[src/sv/scsa_pkg.sv]
package scsa_pkg;

  // Pool geometry; slot count per pool is a power of two, at least one map word.
  localparam int SlotsPerPool = 1024;
  localparam int PoolCount    = 3;
  localparam int ClassCount   = 3;

  localparam int SLOT_W  = $clog2(SlotsPerPool);
  localparam int POOL_W  = (PoolCount > 1) ? $clog2(PoolCount) : 1;
  localparam int WORD_W  = (SlotsPerPool < 32) ? SlotsPerPool : 32;
  localparam int BIT_W   = $clog2(WORD_W);
  localparam int WORDS   = SlotsPerPool / WORD_W;
  localparam int WIDX_W  = (SLOT_W > BIT_W) ? SLOT_W - BIT_W : 1;
  localparam int ROWS    = PoolCount * WORDS;
  localparam int ROW_AW  = POOL_W + WIDX_W;

  // Result status codes
  localparam logic [1:0] StDone     = 2'd0;
  localparam logic [1:0] StUnpooled = 2'd1;
  localparam logic [1:0] StFull     = 2'd2;
  localparam logic [1:0] StNonPool  = 2'd3;

  // Register indexes
  localparam logic [1:0] RegClassFirst  = 2'd0;
  localparam logic [1:0] RegClassSecond = 2'd1;
  localparam logic [1:0] RegClassThird  = 2'd2;

  localparam logic [15:0] ClassFirstRst  = 16'd92;
  localparam logic [15:0] ClassSecondRst = 16'd12;
  localparam logic [15:0] ClassThirdRst  = 16'd26;

  typedef struct packed {
    logic                rd_en;
    logic [ROW_AW-1:0]   rd_addr;
    logic                wr_en;
    logic [ROW_AW-1:0]   wr_addr;
    logic [WORD_W-1:0]   wr_data;
  } bm_req_t;

  // Index of the lowest set bit.
  function automatic logic [BIT_W-1:0] first_set(input logic [WORD_W-1:0] v);
    logic [BIT_W-1:0] idx;
    idx = '0;
    for (int i = WORD_W - 1; i >= 0; i--) begin
      if (v[i]) begin
        idx = BIT_W'(i);
      end
    end
    return idx;
  endfunction

endpackage

[src/sv/scsa_bitmap.sv]
module scsa_bitmap
  import scsa_pkg::*;
(
  input  logic              clk_i,
  input  logic              rst_ni,
  input  bm_req_t           req_i,
  output logic [WORD_W-1:0] rd_data_o
);

  logic [WORD_W-1:0] mem_q [ROWS];
  logic [ROWS-1:0]   row_vld_q;
  logic [WORD_W-1:0] rd_word_q;
  logic              rd_vld_q;

  // Used-bit words; a row never written reads as all free.
  always_ff @(posedge clk_i) begin
    if (req_i.wr_en) begin
      mem_q[req_i.wr_addr] <= req_i.wr_data;
    end
    if (req_i.rd_en) begin
      rd_word_q <= mem_q[req_i.rd_addr];
    end
  end

  always_ff @(posedge clk_i or negedge rst_ni) begin
    if (!rst_ni) begin
      row_vld_q <= '0;
      rd_vld_q  <= 1'b0;
    end else begin
      if (req_i.wr_en) begin
        row_vld_q[req_i.wr_addr] <= 1'b1;
      end
      if (req_i.rd_en) begin
        rd_vld_q <= row_vld_q[req_i.rd_addr];
      end
    end
  end

  assign rd_data_o = rd_vld_q ? rd_word_q : '0;

endmodule

[src/sv/size_class_slot_allocator.sv]
// Channel | Direction | Handshake               | Payload
// in      | input     | in_valid_i / in_stall_o | operation, request_size, release_pool/slot
// out     | output    | out_valid_o/out_stall_i | status, pool_id, slot_index
// cfg     | input     | cfg_valid_i/cfg_ready_o | cfg_index_i, cfg_data_i
//
// Allocate: straight to done if the size has no class, else one read per 32-bit map word
// (up to 33 words: start word twice); the map has a single read port for these reads.
// Release: read-modify-write of one word; a handle that names no pool goes straight to done.
// Reset clears every slot at once through per-word valid bits; no sweep.
// The result register lets one finished result wait while the next request runs; a
// second result holds in the done state until the output drains.
module size_class_slot_allocator
  import scsa_pkg::*;
(
  input  logic        clk_i,
  input  logic        rst_ni,
  // request channel
  input  logic        in_valid_i,
  output logic        in_stall_o,
  input  logic        operation_i,
  input  logic [15:0] request_size_i,
  input  logic [1:0]  release_pool_i,
  input  logic [9:0]  release_slot_i,
  // result channel
  output logic        out_valid_o,
  input  logic        out_stall_i,
  output logic [1:0]  status_o,
  output logic [1:0]  pool_id_o,
  output logic [9:0]  slot_index_o,
  // register writes
  input  logic        cfg_valid_i,
  output logic        cfg_ready_o,
  input  logic [1:0]  cfg_index_i,
  input  logic [15:0] cfg_data_i
);

  localparam int KW = $clog2(WORDS + 2);

  localparam logic [2:0] S_IDLE   = 3'd0;
  localparam logic [2:0] S_SCAN   = 3'd1;
  localparam logic [2:0] S_REL_RD = 3'd2;
  localparam logic [2:0] S_REL_WR = 3'd3;
  localparam logic [2:0] S_DONE   = 3'd4;

  logic [2:0]        state_q, state_d;
  logic [15:0]       class_size_q [ClassCount];
  logic [SLOT_W-1:0] next_search_q [PoolCount];

  // current request
  logic [POOL_W-1:0] pool_q, pool_d;
  logic [SLOT_W-1:0] start_q, start_d;   // search start, or released slot
  logic [KW-1:0]     k_rd_q, k_rd_d;     // next word offset to read
  logic [KW-1:0]     k_chk_q;            // offset of word now on read data
  logic              chk_v_q;

  // result held for the output register
  logic [1:0]        res_status_q, res_status_d;
  logic [POOL_W-1:0] res_pool_q, res_pool_d;
  logic [SLOT_W-1:0] res_slot_q, res_slot_d;

  logic              out_valid_q;
  logic [1:0]        out_status_q;
  logic [1:0]        out_pool_q;
  logic [9:0]        out_slot_q;

  bm_req_t           bm_req;
  logic [WORD_W-1:0] rd_data;

  logic              accept;
  logic              out_free;
  logic              issue;
  logic [WIDX_W-1:0] w0;
  logic [BIT_W-1:0]  b0;
  logic [WORD_W-1:0] lo_mask, chk_mask, free_bits, bit_sel;
  logic [BIT_W-1:0]  free_pos;
  logic [WIDX_W-1:0] chk_word;
  logic              match_hit;
  logic [POOL_W-1:0] match_pool;
  logic              rel_ok;
  logic              ptr_we;
  logic [SLOT_W-1:0] ptr_val;

  scsa_bitmap u_bitmap (
    .clk_i,
    .rst_ni,
    .req_i     (bm_req),
    .rd_data_o (rd_data)
  );

  assign cfg_ready_o = 1'b1;
  assign in_stall_o  = (state_q != S_IDLE);
  assign accept      = in_valid_i && (state_q == S_IDLE);
  assign out_free    = !out_valid_q || !out_stall_i;

  assign out_valid_o  = out_valid_q;
  assign status_o     = out_status_q;
  assign pool_id_o    = out_pool_q;
  assign slot_index_o = out_slot_q;

  // Class lookup: lowest numbered matching pool wins.
  always_comb begin
    match_hit  = 1'b0;
    match_pool = '0;
    for (int c = ClassCount - 1; c >= 0; c--) begin
      if (c < PoolCount && class_size_q[c] == request_size_i) begin
        match_hit  = 1'b1;
        match_pool = POOL_W'(c);
      end
    end
  end

  assign rel_ok = (release_pool_i != 2'd3) && (32'(release_pool_i) < PoolCount);

  // Next-fit word masks: first word from the start bit up, wrapped last word below it.
  assign w0       = start_q[SLOT_W-1:BIT_W];
  assign b0       = start_q[BIT_W-1:0];
  assign lo_mask  = (WORD_W'(1) << b0) - WORD_W'(1);
  always_comb begin
    if (k_chk_q == '0) begin
      chk_mask = ~lo_mask;
    end else if (k_chk_q == KW'(WORDS)) begin
      chk_mask = lo_mask;
    end else begin
      chk_mask = '1;
    end
  end
  assign free_bits = ~rd_data & chk_mask;
  assign free_pos  = first_set(free_bits);
  assign chk_word  = w0 + k_chk_q[WIDX_W-1:0];
  assign issue     = (state_q == S_SCAN) && (k_rd_q <= KW'(WORDS));
  assign bit_sel   = WORD_W'(1) << ((state_q == S_SCAN) ? free_pos : start_q[BIT_W-1:0]);

  always_comb begin
    state_d      = state_q;
    pool_d       = pool_q;
    start_d      = start_q;
    k_rd_d       = k_rd_q;
    res_status_d = res_status_q;
    res_pool_d   = res_pool_q;
    res_slot_d   = res_slot_q;
    ptr_we       = 1'b0;
    ptr_val      = start_q + SLOT_W'(1);
    bm_req       = '0;

    case (state_q)
      S_IDLE: begin
        if (accept) begin
          k_rd_d = '0;
          if (operation_i) begin
            if (rel_ok) begin
              pool_d  = POOL_W'(release_pool_i);
              start_d = SLOT_W'(release_slot_i);
              state_d = S_REL_RD;
            end else begin
              res_status_d = StNonPool;
              res_pool_d   = '0;
              res_slot_d   = '0;
              state_d      = S_DONE;
            end
          end else if (match_hit) begin
            pool_d  = match_pool;
            start_d = next_search_q[match_pool];
            state_d = S_SCAN;
          end else begin
            res_status_d = StUnpooled;
            res_pool_d   = '0;
            res_slot_d   = '0;
            state_d      = S_DONE;
          end
        end
      end
      S_SCAN: begin
        bm_req.rd_en   = issue;
        bm_req.rd_addr = {pool_q, w0 + k_rd_q[WIDX_W-1:0]};
        if (issue) begin
          k_rd_d = k_rd_q + KW'(1);
        end
        if (chk_v_q && free_bits != '0) begin
          // claim the slot in the same cycle
          bm_req.wr_en   = 1'b1;
          bm_req.wr_addr = {pool_q, chk_word};
          bm_req.wr_data = rd_data | bit_sel;
          res_status_d   = StDone;
          res_pool_d     = pool_q;
          res_slot_d     = {chk_word, free_pos};
          ptr_we         = 1'b1;
          ptr_val        = {chk_word, free_pos} + SLOT_W'(1);
          state_d        = S_DONE;
        end else if (chk_v_q && k_chk_q == KW'(WORDS)) begin
          // pool full: pointer moves on by one
          res_status_d = StFull;
          res_pool_d   = pool_q;
          res_slot_d   = '0;
          ptr_we       = 1'b1;
          ptr_val      = start_q + SLOT_W'(1);
          state_d      = S_DONE;
        end
      end
      S_REL_RD: begin
        bm_req.rd_en   = 1'b1;
        bm_req.rd_addr = {pool_q, start_q[SLOT_W-1:BIT_W]};
        state_d        = S_REL_WR;
      end
      S_REL_WR: begin
        bm_req.wr_en   = 1'b1;
        bm_req.wr_addr = {pool_q, start_q[SLOT_W-1:BIT_W]};
        bm_req.wr_data = rd_data & ~bit_sel;
        res_status_d   = StDone;
        res_pool_d     = pool_q;
        res_slot_d     = start_q;
        state_d        = S_DONE;
      end
      S_DONE: begin
        if (out_free) begin
          state_d = S_IDLE;
        end
      end
      default: begin
        state_d = S_IDLE;
      end
    endcase
  end

  always_ff @(posedge clk_i or negedge rst_ni) begin
    if (!rst_ni) begin
      state_q         <= S_IDLE;
      class_size_q[0] <= ClassFirstRst;
      class_size_q[1] <= ClassSecondRst;
      class_size_q[2] <= ClassThirdRst;
      for (int p = 0; p < PoolCount; p++) begin
        next_search_q[p] <= '0;
      end
      chk_v_q     <= 1'b0;
      out_valid_q <= 1'b0;
    end else begin
      state_q <= state_d;
      if (cfg_valid_i) begin
        case (cfg_index_i)
          RegClassFirst:  class_size_q[0] <= cfg_data_i;
          RegClassSecond: class_size_q[1] <= cfg_data_i;
          RegClassThird:  class_size_q[2] <= cfg_data_i;
          default: ;
        endcase
      end
      if (ptr_we) begin
        next_search_q[pool_q] <= ptr_val;
      end
      chk_v_q <= issue;
      if (state_q == S_DONE && out_free) begin
        out_valid_q <= 1'b1;
      end else if (!out_stall_i) begin
        out_valid_q <= 1'b0;
      end
    end
  end

  // payload registers
  always_ff @(posedge clk_i) begin
    pool_q       <= pool_d;
    start_q      <= start_d;
    k_rd_q       <= k_rd_d;
    k_chk_q      <= k_rd_q;
    res_status_q <= res_status_d;
    res_pool_q   <= res_pool_d;
    res_slot_q   <= res_slot_d;
    if (state_q == S_DONE && out_free) begin
      out_status_q <= res_status_q;
      out_pool_q   <= 2'(res_pool_q);
      out_slot_q   <= 10'(res_slot_q);
    end
  end

endmodule

[config.mk]
export PLATFORM = sky130hd
export DESIGN_NAME = size_class_slot_allocator
export DESIGN_NICKNAME = d
export VERILOG_FILES = /design/src/sv/scsa_pkg.sv /design/src/sv/scsa_bitmap.sv /design/src/sv/size_class_slot_allocator.sv
export SDC_FILE = /design/constraint.sdc
export NUM_CORES = 2
export LEC_CHECK = 0
export BUFFER_PORTS_ARGS = -buffer_cell sky130_fd_sc_hd__buf_2
export CORE_MARGIN = 5
export CORE_UTILIZATION = 35
export DETAILED_ROUTE_END_ITERATION = 6
export PLACE_DENSITY_LB_ADDON = 0.15
export SLEW_MARGIN = 30
export SYNTH_ARGS = -nofsm -noshare
export SYNTH_HDL_FRONTEND = slang
export SYNTH_HIERARCHICAL = 1
export SYNTH_SLANG_ARGS = --single-unit
export TNS_END_PERCENT = 100
[constraint.sdc]
create_clock -name clk_i -period 13.82 [get_ports clk_i]
set_input_delay 2.073 -clock clk_i [delete_from_list [all_inputs] [get_ports clk_i]]
set_output_delay 2.073 -clock clk_i [all_outputs]
set_load 0.02 [all_outputs]
==> flow_metrics.py <==
metrics = {
    "timing": {
        "skew_ns": 0.0485,
        "fin_crit_ns": 9.19,
        "fin_crit_sh": 0.665,
        "drv_slew": 0,
        "fin_worst_hold_slack_ns": 0.421,
        "max-slew-margin-rel": 0.321,
        "finalHoldViolations": 0,
        "final.setup.tns_ns": 0,
        "finalSetupViolCount": 0,
        "rsz0062_at_grt": "no",
        "max_freq_mhz": 109,
        "worstMarginPinSlew_ns": 1.01,
    },
    "worst_setup_path": {
        "reg2reg_slack_ns": 4.63,
        "startpoint_type": "flop",
        "crit_slowest_cell": "nor2_4",
        "worst_setup_path_end_kind": "flop",
        "cp.depth": 22,
        "cp_num_buf_inv": 7,
        "timing.rr.end": "u_bitmap/mem_q[43][17]",
        "crit_type": "reg -> reg",
        "regToRegStartpoint": "start_q[2]",
        "cpPeakStageDelay_ns": 0.79,
        "arrival_ns": 9.79,
        "required_ns": 14.42,
        "crit_top_cell": "buf_4",
        "critPathMaxFanout": 45,
        "cpLargestDelayFamily": "simple AND/OR/NAND/NOR gates",
        "r2r_cells": 22,
        "path_cells": "buf_4 > clkinv_1 > ha_1 > buf_4 > nor4_2 > o32ai_1 > or3_1 > o31ai_1 > a31oi_1 > a2111oi_0 > nand2b_1 > nor3_1 > nor2_1 > nor2_4 > buf_4 > inv_1 > buf_4 > and2_1 > nor2b_1 > nand3_1 > nor2_4 > buf_4",
    },
    "clock_tree": {
        "postCtsHoldBufs": 0,
        "cts_resized": 0,
        "cts-root-buf": "clkbuf_16",
        "cts_buffers": 360,
        "clock_latency_ns": 0.95,
        "cts_tree": "yes",
        "post_cts_buffers": 0,
        "cts.htree.levels": 5,
        "clkTransAtPathRegs_ns": 0.06,
        "cts_sinks": 3336,
        "cts_buffer_depth": 4,
    },
    "floorplanning": {
        "die_w_um": 626,
        "dieArea_mm2": 0.391,
        "rows": 226,
        "io_pins": 69,
        "fp.dieH_um": 626,
        "initial_utilization": 0.351,
        "core_mm2": 0.378,
    },
    "synth": {
        "synth_nets": 6260,
        "avgSynthCellArea_um2": 21.4,
        "syn_inst": 6188,
        "synth_cell_types": 95,
        "netlist_area_mm2": 0.133,
        "synthFlopType": "edfxtp_1",
        "synth.most_common_cell": "edfxtp_1",
        "synth_edf_count": 3150,
        "yosysSeqAreaShare": 0.748,
        "synth_commonest_cells": "edfxtp_1 (3150), mux4_2 (934), nor2_1 (198)",
        "synth_top_area_frac": 0.713,
        "ys_async_sr_fraction": 0.0540,
        "synth_area_leader_cell": "edfxtp_1",
        "synthTopCellsByArea": "edfxtp_1 (71%), mux4_2 (16%), dfrtp_1 (3.2%)",
        "ys_seq_elements": 3336,
        "yosys_warnings": 6,
    },
    "global_route": {
        "grt_pass1_wl_um": 569000,
        "grt_max_degree": 92,
        "first_global_vias": 66581,
        "grt_use_total": 0.209,
        "grt-ovfl-total": 0,
        "antenna_found_initial": 68,
    },
    "placement": {
        "place_congestion": 0.863,
        "place_hpwl_um": 265000,
        "io_buffers": 67,
    },
    "final_layout": {
        "drive_above_1_share": 0.319,
        "fin_nets": 6656,
        "fillers": 33092,
        "area_growth_pct": 16.4,
    },
    "pwr": {
        "ir_drop_mv": 0.109,
        "intPower_w": 0.0196,
        "power_frac_clock": 0.338,
        "power_density_mw_per_mm2": 185,
        "p_comb_frac": 0.261,
        "switching_power_w": 0.00899,
        "pwr-share-seq": 0.400,
        "p_sw_frac": 0.314,
        "power.leakage_nw": 45.3,
    },
    "worst_hold_path": {
        "hp-class": "reg -> reg",
        "min_from": "res_pool_q[1]",
        "holdPathStages": 0,
        "holdPathEnd": "pool_id_o[1]",
    },
    "detailed_routing": {
        "wirelength_um": 414000,
        "drt-initial-drc-count": 7918,
        "viasPerCell": 5.58,
        "num_vias": 66499,
        "wire_per_inst_um": 34.8,
        "dr.pass1.iters": 5,
        "drc_errors": 0,
        "ant_nets": 0,
    },
    "status": {
        "outcome": "finished clean",
    },
    "flow_run": {
        "max_cap_violations": 0,
    },
}
[registers in the layout, indices dropped and copies added (netlist names), 3 cells and up]
signal and flops:
slot_index_o 10, state_q 3, next_search_q 30, u_bitmap/mem_q 3072, k_rd_q 6, u_bitmap/row_vld_q 96
u_bitmap/rd_word_q 32, class_size_q 48, k_chk_q 6, start_q 10, res_slot_q 10
[stage by stage]
stage          power, W  instances   util  instance area (um^2)  setup WS, ns
2_1_floorplan    0.0158       6188      -                133000          3.47
3_3_place_gp     0.0192      11171  0.372                141000          4.66
3_5_place_dp     0.0192      11237  0.377                142000          4.69
4_1_cts          0.0289      11896  0.408                154000          4.71
5_1_grt          0.0295      11898  0.408                154000          3.97
6_report         0.0286      11912  0.408                154000          4.63
[worst max path at each step]
stage / start / to / slack (ns)
2_1_floorplan: start_q[1] / u_bitmap/mem_q[0][12] / 3.47
3_3_place_gp: start_q[2] / u_bitmap/mem_q[17][2] / 4.66
4_1_cts: start_q[2] / u_bitmap/mem_q[43][4] / 4.71
3_5_place_dp: start_q[2] / u_bitmap/mem_q[43][12] / 4.69
6_report: start_q[2] / u_bitmap/mem_q[43][17] / 4.63
5_1_grt: start_q[2] / u_bitmap/mem_q[43][14] / 3.97
[metal layers]
layer | part of all wire | wire length (um) | global-route usage | vias up
li1 | - | - | - | 26889
met1 | 0.41 | 170000 | 0.290 | 36484
met2 | 0.49 | 201000 | 0.342 | 2637
met3 | 0.074 | 30600 | 0.0367 | 487
met4 | 0.028 | 11700 | 0.0546 | 2
met5 | 0.000029 | 12 | 0 | -
[final cells by class]
cell class | count | area (um^2) | area share
diodes | 15 | 37.5 | 0.000243
clock buffers | 461 | 9680 | 0.0627
clock inverters | 198 | 2120 | 0.0138
inverters | 40 | 158 | 0.00102
multi-input cells | 2474 | 32900 | 0.213
flip-flops and latches | 3336 | 99200 | 0.643
well taps | 5016 | 6280 | 0.0407
repair buffers | 372 | 3920 | 0.0254
[power groups by stage]
stage	sequential, W	combinational, W	clock, W
after detailed placement	0.0117	0.00757	0
after global routing	0.0115	0.00776	0.0103
after CTS	0.0114	0.00759	0.00990
final	0.0115	0.00747	0.00968
after global placement	0.0117	0.00755	0
after floorplan	0.0117	0.00417	0
[layout by cell type (no fill, tap or decap), types with 66 or more instances in the layout]
cell type  instances
nor2_4           104
buf_2             66
mux2i_1          121
clkbuf_1          81
dfrtp_1          171
mux4_2           934
mux2_2            75
a21oi_1           88
nand2_1          129
nor2_1            93
clkinv_1          68
xnor2_1           91
buf_4            225
edfxtp_1        3150
or2_2            104
clkbuf_16        368
[cells by family after synthesis]
group	count (synthesis)	share of synthesized area
AO/OA/AOI/OAI	450	0.0242
flip-flops	3336	0.748
other	1	0.0000283
buffers and inverters	378	0.0141
XOR/XNOR	104	0.00687
multiplexers	1134	0.174
adder cells (fa/ha/maj)	20	0.00200
AND/OR/NAND/NOR	765	0.0300
Power figures use the tool's default switching activity.
